$ cat config.mk
export PLATFORM = sky130hd
export DESIGN_NAME = framed_uart_rx_deframer_crc8_unit
export DESIGN_NICKNAME = d
export VERILOG_FILES = /design/src/rtl/core/fud_pkg.sv /design/src/rtl/core/framed_uart_rx_deframer_crc8_unit.sv /design/src/rtl/core/fud_frame_ctl.sv
export SDC_FILE = /design/constraint.sdc
export NUM_CORES = 1
export LEC_CHECK = 0
export BUFFER_PORTS_ARGS = -buffer_cell sky130_fd_sc_hd__buf_4
export CAP_MARGIN = 20
export CORE_AREA = 10 10 125 127
export CTS_BUF_LIST = sky130_fd_sc_hd__clkbuf_8
export CTS_CLUSTER_SIZE = 30
export DETAILED_ROUTE_END_ITERATION = 10
export DIE_AREA = 0 0 135 137
export PLACE_DENSITY = 0.63
export SYNTH_ARGS = -nofsm -noshare
export SYNTH_HDL_FRONTEND = slang
export SYNTH_SLANG_ARGS = --single-unit
$ cat constraint.sdc
create_clock -name clk -period 3.5 [get_ports clk]
set_input_delay 0.7 -clock clk [delete_from_list [all_inputs] [get_ports clk]]
set_output_delay 0.7 -clock clk [all_outputs]
set_load 0.01 [all_outputs]
$ cat src/rtl/core/fud_pkg.sv
// Shared types, codes and the CRC-8 byte update for the framed receive deframer.
// No dependencies; imported by fud_frame_ctl and framed_uart_rx_deframer_crc8_unit.
package fud_pkg;

	localparam logic [7:0] SOF_BYTE          = 8'hAA;
	localparam logic [7:0] EOF_BYTE          = 8'h55;
	localparam logic [7:0] CRC_POLY          = 8'h07;
	localparam logic [7:0] MAX_PAYLOAD_RESET = 8'd128;

	typedef enum logic [2:0] {
		KIND_IGNORED = 3'd0,
		KIND_START   = 3'd1,
		KIND_LENGTH  = 3'd2,
		KIND_COMMAND = 3'd3,
		KIND_PAYLOAD = 3'd4,
		KIND_CHECK   = 3'd5,
		KIND_END     = 3'd6
	} byte_kind_t;

	typedef enum logic [2:0] {
		STATUS_NONE     = 3'd0,
		STATUS_GOOD     = 3'd1,
		STATUS_MISMATCH = 3'd2,
		STATUS_BAD_END  = 3'd3,
		STATUS_TOO_LONG = 3'd4
	} frame_status_t;

	typedef struct packed {
		byte_kind_t    kind;
		logic [7:0]    pbyte;
		logic [7:0]    pindex;
		frame_status_t status;
		logic [7:0]    cmd;
		logic [7:0]    len;
	} fud_result_t;

	// CRC-8, MSB first, no reflection, no final xor
	function automatic logic [7:0] crc8_update(input logic [7:0] crc, input logic [7:0] b);
		logic [7:0] c;
		c = crc ^ b;
		for (int k = 0; k < 8; k++) begin
			if (c[7]) begin
				c = {c[6:0], 1'b0} ^ CRC_POLY;
			end else begin
				c = {c[6:0], 1'b0};
			end
		end
		return c;
	endfunction

endpackage

$ cat src/rtl/core/framed_uart_rx_deframer_crc8_unit.sv
// Top level of the framed receive deframer: input register, frame control, result register.
// Depends on fud_pkg and fud_frame_ctl.
//
// Takes one received byte per beat and returns one result beat per byte, in order. Frames are
// 0xAA, length, command, payload, CRC-8 (poly 0x07, init 0) over command and payload, 0x55.
// Throughput is one byte per cycle while out_stall does not hold the result register; each
// byte passes the input register, then the result register. The frame state and CRC update
// between those registers. in_stall rises only when the input register is full and the result
// register is held by out_stall. max_payload is written through cfg_we/cfg_wdata (reset 128);
// a length above it ends the frame at the length byte with a length-too-long status.
module framed_uart_rx_deframer_crc8_unit import fud_pkg::*; (
	input  logic       clk,
	input  logic       arst_n,
	input  logic       cfg_we,
	input  logic [7:0] cfg_wdata,
	input  logic       in_valid,
	output logic       in_stall,
	input  logic [7:0] rx_byte,
	output logic       out_valid,
	input  logic       out_stall,
	output logic [2:0] byte_kind,
	output logic [7:0] payload_byte,
	output logic [7:0] payload_index,
	output logic [2:0] frame_status,
	output logic [7:0] frame_command,
	output logic [7:0] frame_length
);

	logic        valid_s1;
	logic [7:0]  byte_s1;
	logic        out_valid_q;
	fud_result_t res_q;
	fud_result_t res;
	logic [7:0]  max_payload_q;
	logic        advance;
	logic        take_in;

	assign advance  = valid_s1 && (!out_valid_q || !out_stall);
	assign in_stall = valid_s1 && !advance;
	assign take_in  = in_valid && !in_stall;

	always_ff @(posedge clk or negedge arst_n) begin
		if (!arst_n) begin
			max_payload_q <= MAX_PAYLOAD_RESET;
		end else if (cfg_we) begin
			max_payload_q <= cfg_wdata;
		end
	end

	always_ff @(posedge clk or negedge arst_n) begin
		if (!arst_n) begin
			valid_s1 <= 1'b0;
		end else if (take_in) begin
			valid_s1 <= 1'b1;
		end else if (advance) begin
			valid_s1 <= 1'b0;
		end
	end

	always_ff @(posedge clk) begin
		if (take_in) begin
			byte_s1 <= rx_byte;
		end
	end

	fud_frame_ctl u_ctl (
		.clk         (clk),
		.arst_n      (arst_n),
		.step        (advance),
		.rx_byte     (byte_s1),
		.max_payload (max_payload_q),
		.res         (res)
	);

	always_ff @(posedge clk or negedge arst_n) begin
		if (!arst_n) begin
			out_valid_q <= 1'b0;
		end else if (advance) begin
			out_valid_q <= 1'b1;
		end else if (!out_stall) begin
			out_valid_q <= 1'b0;
		end
	end

	always_ff @(posedge clk) begin
		if (advance) begin
			res_q <= res;
		end
	end

	assign out_valid     = out_valid_q;
	assign byte_kind     = res_q.kind;
	assign payload_byte  = res_q.pbyte;
	assign payload_index = res_q.pindex;
	assign frame_status  = res_q.status;
	assign frame_command = res_q.cmd;
	assign frame_length  = res_q.len;

`ifndef NO_ASSERTIONS
	a_stall_cause: assert property (@(posedge clk) disable iff (!arst_n)
		in_stall |-> (valid_s1 && out_valid_q && out_stall))
		else $error("input stalled without a held result");

	a_index_in_len: assert property (@(posedge clk) disable iff (!arst_n)
		(out_valid && byte_kind == KIND_PAYLOAD) |-> (payload_index < frame_length))
		else $error("payload index beyond frame length");

	a_status_kind: assert property (@(posedge clk) disable iff (!arst_n)
		(out_valid && frame_status != STATUS_NONE) |->
		(byte_kind == KIND_LENGTH || byte_kind == KIND_END))
		else $error("status on a byte that cannot carry one");

	a_ignored_zero: assert property (@(posedge clk) disable iff (!arst_n)
		(out_valid && byte_kind == KIND_IGNORED) |->
		(payload_byte == 8'd0 && frame_command == 8'd0 && frame_length == 8'd0
		&& frame_status == STATUS_NONE))
		else $error("ignored byte carries frame fields");
`endif

endmodule

$ cat src/rtl/core/fud_frame_ctl.sv
// Frame tracking state and per-beat byte classification with running CRC-8.
// Depends on fud_pkg.
module fud_frame_ctl import fud_pkg::*; (
	input  logic        clk,
	input  logic        arst_n,
	input  logic        step,
	input  logic [7:0]  rx_byte,
	input  logic [7:0]  max_payload,
	output fud_result_t res
);

	logic       in_frame_q, in_frame_n;
	logic [8:0] pos_q, pos_n;
	logic [7:0] len_q, len_n;
	logic [7:0] cmd_q, cmd_n;
	logic [7:0] crc_q, crc_n;
	logic [7:0] rcv_q, rcv_n;
	logic [9:0] pos_w;
	logic [9:0] chk_pos;
	logic [7:0] crc_upd;

	assign pos_w   = {1'b0, pos_q};
	assign chk_pos = 10'd2 + {2'b00, len_q};
	assign crc_upd = crc8_update(crc_q, rx_byte);

	always_comb begin
		in_frame_n = in_frame_q;
		pos_n      = pos_q;
		len_n      = len_q;
		cmd_n      = cmd_q;
		crc_n      = crc_q;
		rcv_n      = rcv_q;
		res        = '0;
		res.kind   = KIND_IGNORED;
		res.status = STATUS_NONE;
		if (!in_frame_q) begin
			if (rx_byte == SOF_BYTE) begin
				in_frame_n = 1'b1;
				pos_n      = '0;
				len_n      = '0;
				cmd_n      = '0;
				crc_n      = '0;
				rcv_n      = '0;
				res.kind   = KIND_START;
			end
		end else begin
			if (pos_q == 9'd0) begin
				res.kind = KIND_LENGTH;
				len_n    = rx_byte;
				if (rx_byte > max_payload) begin
					res.status = STATUS_TOO_LONG;
					in_frame_n = 1'b0;
					pos_n      = '0;
				end else begin
					pos_n = 9'd1;
				end
			end else if (pos_q == 9'd1) begin
				res.kind = KIND_COMMAND;
				cmd_n    = rx_byte;
				crc_n    = crc_upd;
				pos_n    = 9'd2;
			end else if (pos_w < chk_pos) begin
				res.kind   = KIND_PAYLOAD;
				res.pbyte  = rx_byte;
				res.pindex = pos_q[7:0] - 8'd2;
				crc_n      = crc_upd;
				pos_n      = pos_q + 9'd1;
			end else if (pos_w == chk_pos) begin
				res.kind = KIND_CHECK;
				rcv_n    = rx_byte;
				pos_n    = pos_q + 9'd1;
			end else begin
				res.kind = KIND_END;
				if (rx_byte != EOF_BYTE) begin
					res.status = STATUS_BAD_END;
				end else if (crc_q == rcv_q) begin
					res.status = STATUS_GOOD;
				end else begin
					res.status = STATUS_MISMATCH;
				end
				in_frame_n = 1'b0;
				pos_n      = '0;
			end
			res.cmd = cmd_n;
			res.len = len_n;
		end
	end

	always_ff @(posedge clk or negedge arst_n) begin
		if (!arst_n) begin
			in_frame_q <= 1'b0;
			pos_q      <= '0;
			len_q      <= '0;
			cmd_q      <= '0;
			crc_q      <= '0;
			rcv_q      <= '0;
		end else if (step) begin
			in_frame_q <= in_frame_n;
			pos_q      <= pos_n;
			len_q      <= len_n;
			cmd_q      <= cmd_n;
			crc_q      <= crc_n;
			rcv_q      <= rcv_n;
		end
	end

endmodule

# [Word-level counts from Yosys, hierarchy flattened]
# Index checks and enable logic that the tools add are counted.
[word_totals] ff_bits=98 inputBits=21 output_inout_bits=40 wordCells=112
[classes] add_sub_neg=3 n_lt_le_gt_ge=2 n_eq_ne=11 muxes=54 n_bitwise=11 n_reduce_logical=15
[ops] operator="$mux 8" count=15
[ops] operator="$mux 9" count=6
[ops] operator="$mux 3" count=17
[ops] operator="$not 3->3" count=8
[ops] operator="$mux 1" count=13
[ops] operator="$eq 9x10->1" count=1
[ops] operator="$lt 9x10->1" count=1
[ops] operator="$add 2x8->9 const A" count=1
[ops] operator="$add 9x1->9 const B" count=1
[ops] operator="$eq 9x1->1 const B" count=1
[ops] operator="$logic_not 9->1" count=1
[ops] operator="$eq 8x8->1" count=1
[ops] operator="$eq 8x8->1 const B" count=1
[ops] operator="$gt 8x8->1" count=1
[ops] operator="$ne 2x2->1 const B" count=4
[ops] operator="$ne 8x7->1 const B" count=1
[ops] operator="$sub 8x2->8 const B" count=1
[ops] operator="$xor 8x8->8" count=1
[ops] operator="$mux 2" count=3
[ops] operator="$reduce_and 6->1" count=1
[ops] operator="$logic_not 1->1" count=4
[ops] operator="$reduce_and 4->1" count=1
[ops] operator="$reduce_bool 2->1" count=2
[ops] operator="$reduce_or 4->1" count=1
[ops] operator="6 further kinds" count=9

# [Logic depth before layout (Yosys ltp)]
[logic_depth] depth_word=21 ltp_mapped=11

# [Hierarchy]
# Synthesis repeated with hierarchy kept, for this count alone.
[hier_totals] cells_unflattened=477 hier_area_um2=5391.4
[modules_own_cells] mod="fud_frame_ctl" instances=1 cells_per_inst=406 area_each_um2=3590.9 seq_area_each_um2=1051.0
[modules_own_cells] mod="framed_uart_rx_deframer_crc8_unit" instances=1 cells_per_inst=71 area_each_um2=1800.5 seq_area_each_um2=1632.8

# [Worst setup path before layout]
# OpenSTA, ideal clock, no wires.
[synth_path] kind="input to register" startpoint="input port out_stall" endpoint="register u_ctl.pos_q[2]" setup_time_ps=132 arrival_ps=3229 required_time_ps=3368 setup_slack_ps=139 cell_stages=7 n_path_buf=2 cell_sequence="nand2_1 and2_1 clkbuf_1 o21ai_1 buf_2 a21oi_1 nor2_1"
[synth_via] elab_chain_cells=4
[synth_lines] element="start, declared" line="framed_uart_rx_deframer_crc8_unit.sv:20" source="input logic out_stall,"
[synth_lines] element="$logic_not 1->1"
[synth_lines] element="$logic_or 1x1->1" line="framed_uart_rx_deframer_crc8_unit.sv:38" source="assign advance = valid_s1 && (!out_valid_q || !out_stall);"
[synth_lines] element="$logic_and 1x1->1" line="framed_uart_rx_deframer_crc8_unit.sv:38"
[synth_lines] element="named net advance" line="framed_uart_rx_deframer_crc8_unit.sv:35" source="logic advance;"
[synth_lines] element="$reduce_and 2->1 (no line)"
[synth_lines] element="end signal, assigned" line="fud_frame_ctl.sv:99" source="pos_q <= pos_n;"
[synth_lines] element="end, declared" line="fud_frame_ctl.sv:13" source="logic [8:0] pos_q, pos_n;"
# The timed path passes the listed nets, and every way through them passes these cells.
# A chain may end at the register's enable or synchronous reset.

# [Worst setup path after layout]
[layout_path] startpoint="register u_ctl.len_q[1]" endpoint="register u_ctl.crc_q[5]"
[layout_via] elab_chain_cells=4
[layout_lines] element="start, declared" line="fud_frame_ctl.sv:14" source="logic [7:0] len_q, len_n;"
[layout_lines] element="start signal, assigned" line="fud_frame_ctl.sv:100" source="len_q <= len_n;"
[layout_lines] element="$add 2x8->9" line="fud_frame_ctl.sv:23" source="assign chk_pos = 10'd2 + {2'b00, len_q};"
[layout_lines] element="$lt 9x10->1" line="fud_frame_ctl.sv:62" source="end else if (pos_w < chk_pos) begin"
[layout_lines] element="$ne 3x3->1 (no line)"
[layout_lines] element="$reduce_and 4->1 (no line)"
[layout_lines] element="end signal, assigned" line="fud_frame_ctl.sv:102" source="crc_q <= crc_n;"
[layout_lines] element="end, declared" line="fud_frame_ctl.sv:16" source="logic [7:0] crc_q, crc_n;"
# Every way passes these cells.

==> results by group <==
Status
  – Outcome: completed

Placed design
  – Final weighted congestion of routability-driven global placement: 0.875
  – Number of I/O port buffers: 60
  – Post-placement cell area: 0.00569 mm2
  – Post-detailed-placement half-perimeter wirelength: 8.34 mm

Die
  – Die area: 0.0185 mm2
  – Core region area: 0.0131 mm2
  – Initial cell density of the core: 0.391
  – Number of placement rows: 42
  – Overall die width: 135 um
  – Number of placed I/O pins: 61
  – Die extent in y: 137 um

Yosys
  – Number of instances in the synthesized netlist: 464
  – Async S/R FF share, synth: 0.531
  – Main synth FF type: dfrtp_1
  – Flop and latch count out of synthesis: 98
  – Number of enable-type register cells in the synthesized netlist: 46
  – Mean cell area of the mapped netlist: 11.0 um2
  – Share of the yosys chip area belonging to registers: 0.524
  – Mapped Nets: 508
  – Warnings, synthesis: 0
  – Count of unique library cells instantiated by Yosys: 62
  – Post-synth design cell area: 0.00512 mm2

Clocking
  – H-tree level count: 3
  – Maximum clock path buffer count: 2
  – Quantity of hold-fixing buffers added after cts: 0
  – Clock Pin Slew Worst Setup and Hold Paths: 0.10 ns
  – Number of buffers added for setup after CTS: 0
  – Gates resized, CTS repair: 0
  – Cell chosen for the clock root: clkbuf_8
  – Clock latency on the worst-skew pair: 0.38 ns
  – Clock tree from TritonCTS: done
  – Number of CTS-inserted buffers: 9
  – Clock Sinks: 98

Critical path
  – Required time of the worst setup path: 3.74 ns
  – Number of cells on the worst reg-to-reg path: 10
  – Startpoint types: flop
  – List of cells traversed by the critical path: ha_1, nand3_1, xor2_1, ha_1, and4_1, o21ai_1, a31o_1, a221oi_2, or2_1, o221ai_1
  – Cell mode on critical path: ha_1
  – Kind of end point of the critical path: flop
  – Stage delay of the slowest cell on the critical path: 0.53 ns
  – Maximum fanout count along the critical path: 9
  – Slowest cell on crit path: a221oi_2
  – Signal arrival time at the worst endpoint: 3.21 ns
  – Critical path type: flop to flop

STA
  – Max Freq: 337 MHz
  – Number of setup violations in the final report: 0
  – Setup total negative slack: 0 ns
  – Worst-margin pin slew: 0.693 ns
  – RSZ-0062 raised after global routing: false
  – Clock skew after layout: 0.0127 ns
  – Number of failing hold endpoints at the final stage: 0
  – Worst Hold Slack: 0.353 ns
  – Rel. slew slack: 0.538
  – Fraction of the cycle the final worst path needs: 0.848
  – Minimum period implied by the final worst setup slack: 2.97 ns
  – Count of pins over their slew limit: 0

Global route
  – Number of global-route vias before repair: 3587
  – All-layer global routing usage: 0.129
  – Pin count of the biggest net entering global routing: 53
  – Global-route congestion overflow total: 0
  – Initial antenna violation count: 0
  – Wire length of the first global-routing pass: 19.1 mm

Final layout
  – Multi-input gate area: 0.00225 mm2
  – Most common cell after layout, fill and taps aside: buf_4
  – Number of nets at the end of the flow: 557
  – Number of inserted diodes: 0
  – Top library cells by usage in the layout, fill and taps aside: 65 x buf_4, 51 x dfrtp_1, 46 x edfxtp_1
  – Storage cell area: 0.00268 mm2
  – Area Overhead vs Synth: 14.6%
  – Fraction of final layout cells with drive strength greater than 1: 0.180
  – Fill cell total of the finished layout: 1211
  – Final design area excluding fillers: 0.00587 mm2

Routing
  – Number of nets still failing antenna checks after routing: 0
  – Post-detailed-route DRC marker count: 0
  – Routed wire per std cell: 16.8 um
  – Total detailed-routing wirelength: 11.6 mm
  – Number of detailed-route iterations in the first pass: 5
  – Number of vias per cell after detailed routing: 5.25
  – Detailed Route Iter0 Violations: 192
  – Number of vias in the routed layout: 3645

Min path
  – Hold Crit Class: primary input to async pin

Power
  – Pleak: 2.51 nW
  – Maximum vdd drop: 292 uV
  – Pwr/cell area: 736 mW/mm2

Run
  – Count of max-cap constraint violations: 0
path summary, 6_finish.rpt:
kind	startpoint	endpoint	slack [ns]
worst max-delay path	u_ctl.len_q[1]	u_ctl.crc_q[5]	0.53
worst min-delay path	arst_n	valid_s1	0.35
worst max register to register	u_ctl.len_q[1]	u_ctl.crc_q[5]	0.53
worst min register to register	valid_s1	out_valid	0.51
max in group asynchronous	arst_n	u_ctl.crc_q[0]	2.69
min in group clk	rx_byte[5]	byte_s1[5]	0.49
where the power goes:
part           leakage (nW)  switching [W]  internal [W]
registers              1.13       0.000262       0.00146
clock network        0.0986       0.000396      0.000273
logic                  1.28        0.00112      0.000804
total                  2.51        0.00178       0.00254
per-layer routing:
layer	wire (um)	GRT usage
met1	5210	0.165
met2	5530	0.205
met3	716	0.0323
met4	187	0.0544
met5	0	0
metrics by stage:
step	power [W]	worst slack, ns	std cells	util
floorplan	0.00321	0.139	464	-
global placement	0.00361	0.679	678	0.435
detailed placement	0.00367	0.570	678	0.435
CTS	0.00434	0.567	694	0.448
global route	0.00463	0.286	694	0.448
finish	0.00432	0.531	694	0.448
worst max-delay path, delay by kind of cell, from the launching register on:
family / cells / cell delay, ns
flops: 1 / 0.44
xor+xnor: 1 / 0.16
compound gates: 4 / 0.99
fa+ha+maj: 2 / 0.55
simple gates: 3 / 0.70
state kept, by name (all words and copies together) (netlist names), 8 cells and up:
| name | count |
|---|---|
| u_ctl.pos_q | 9 |
| byte_s1 | 8 |
| frame_command | 8 |
| frame_length | 8 |
| max_payload_q | 8 |
| payload_byte | 8 |
| payload_index | 8 |
| u_ctl.cmd_q | 8 |
| u_ctl.crc_q | 8 |
| u_ctl.len_q | 8 |
| u_ctl.rcv_q | 8 |
Yosys cell counts, drive strengths merged, types with 3 or more instances:
master | n | area share
inv | 15 | 0.011
xnor2 | 23 | 0.039
o31ai | 10 | 0.016
buf | 13 | 0.016
edfxtp | 46 | 0.27
nor4 | 3 | 0.0049
nand2 | 45 | 0.033
nand3 | 10 | 0.0098
xor2 | 19 | 0.033
clkbuf | 14 | 0.011
ha | 23 | 0.056
o221ai | 3 | 0.0051
a21o | 3 | 0.0044
and3 | 10 | 0.012
nand3b | 3 | 0.0044
nor3 | 6 | 0.0068
nand2b | 3 | 0.0037
nor2 | 43 | 0.033
dfrtp | 51 | 0.25
a22o | 8 | 0.014
o21ai | 35 | 0.035
nand4 | 6 | 0.0073
mux2i | 15 | 0.029
a22oi | 8 | 0.012
a21oi | 10 | 0.0098
and2 | 5 | 0.0066
kinds of logic after synthesis:
| family | share of synthesized area |
|---|---|
| multiplexers | 0.0315 |
| adder cells (fa/ha/maj) | 0.0562 |
| XOR/XNOR | 0.0763 |
| flip-flops | 0.524 |
| buffers and inverters | 0.0376 |
| AO/OA/AOI/OAI | 0.133 |
| AND/OR/NAND/NOR | 0.140 |
final cells by class:
| class | count | area share |
|---|---|---|
| multi-input combinational | 324 | 0.383 |
| sequential | 98 | 0.457 |
| timing repair buffer | 65 | 0.0832 |
| clock inverter | 6 | 0.00597 |
| inverter | 15 | 0.00960 |
| clock buffer | 10 | 0.0235 |
| tap | 176 | 0.0375 |
Note: power is estimated with default switching activity, not from simulation.
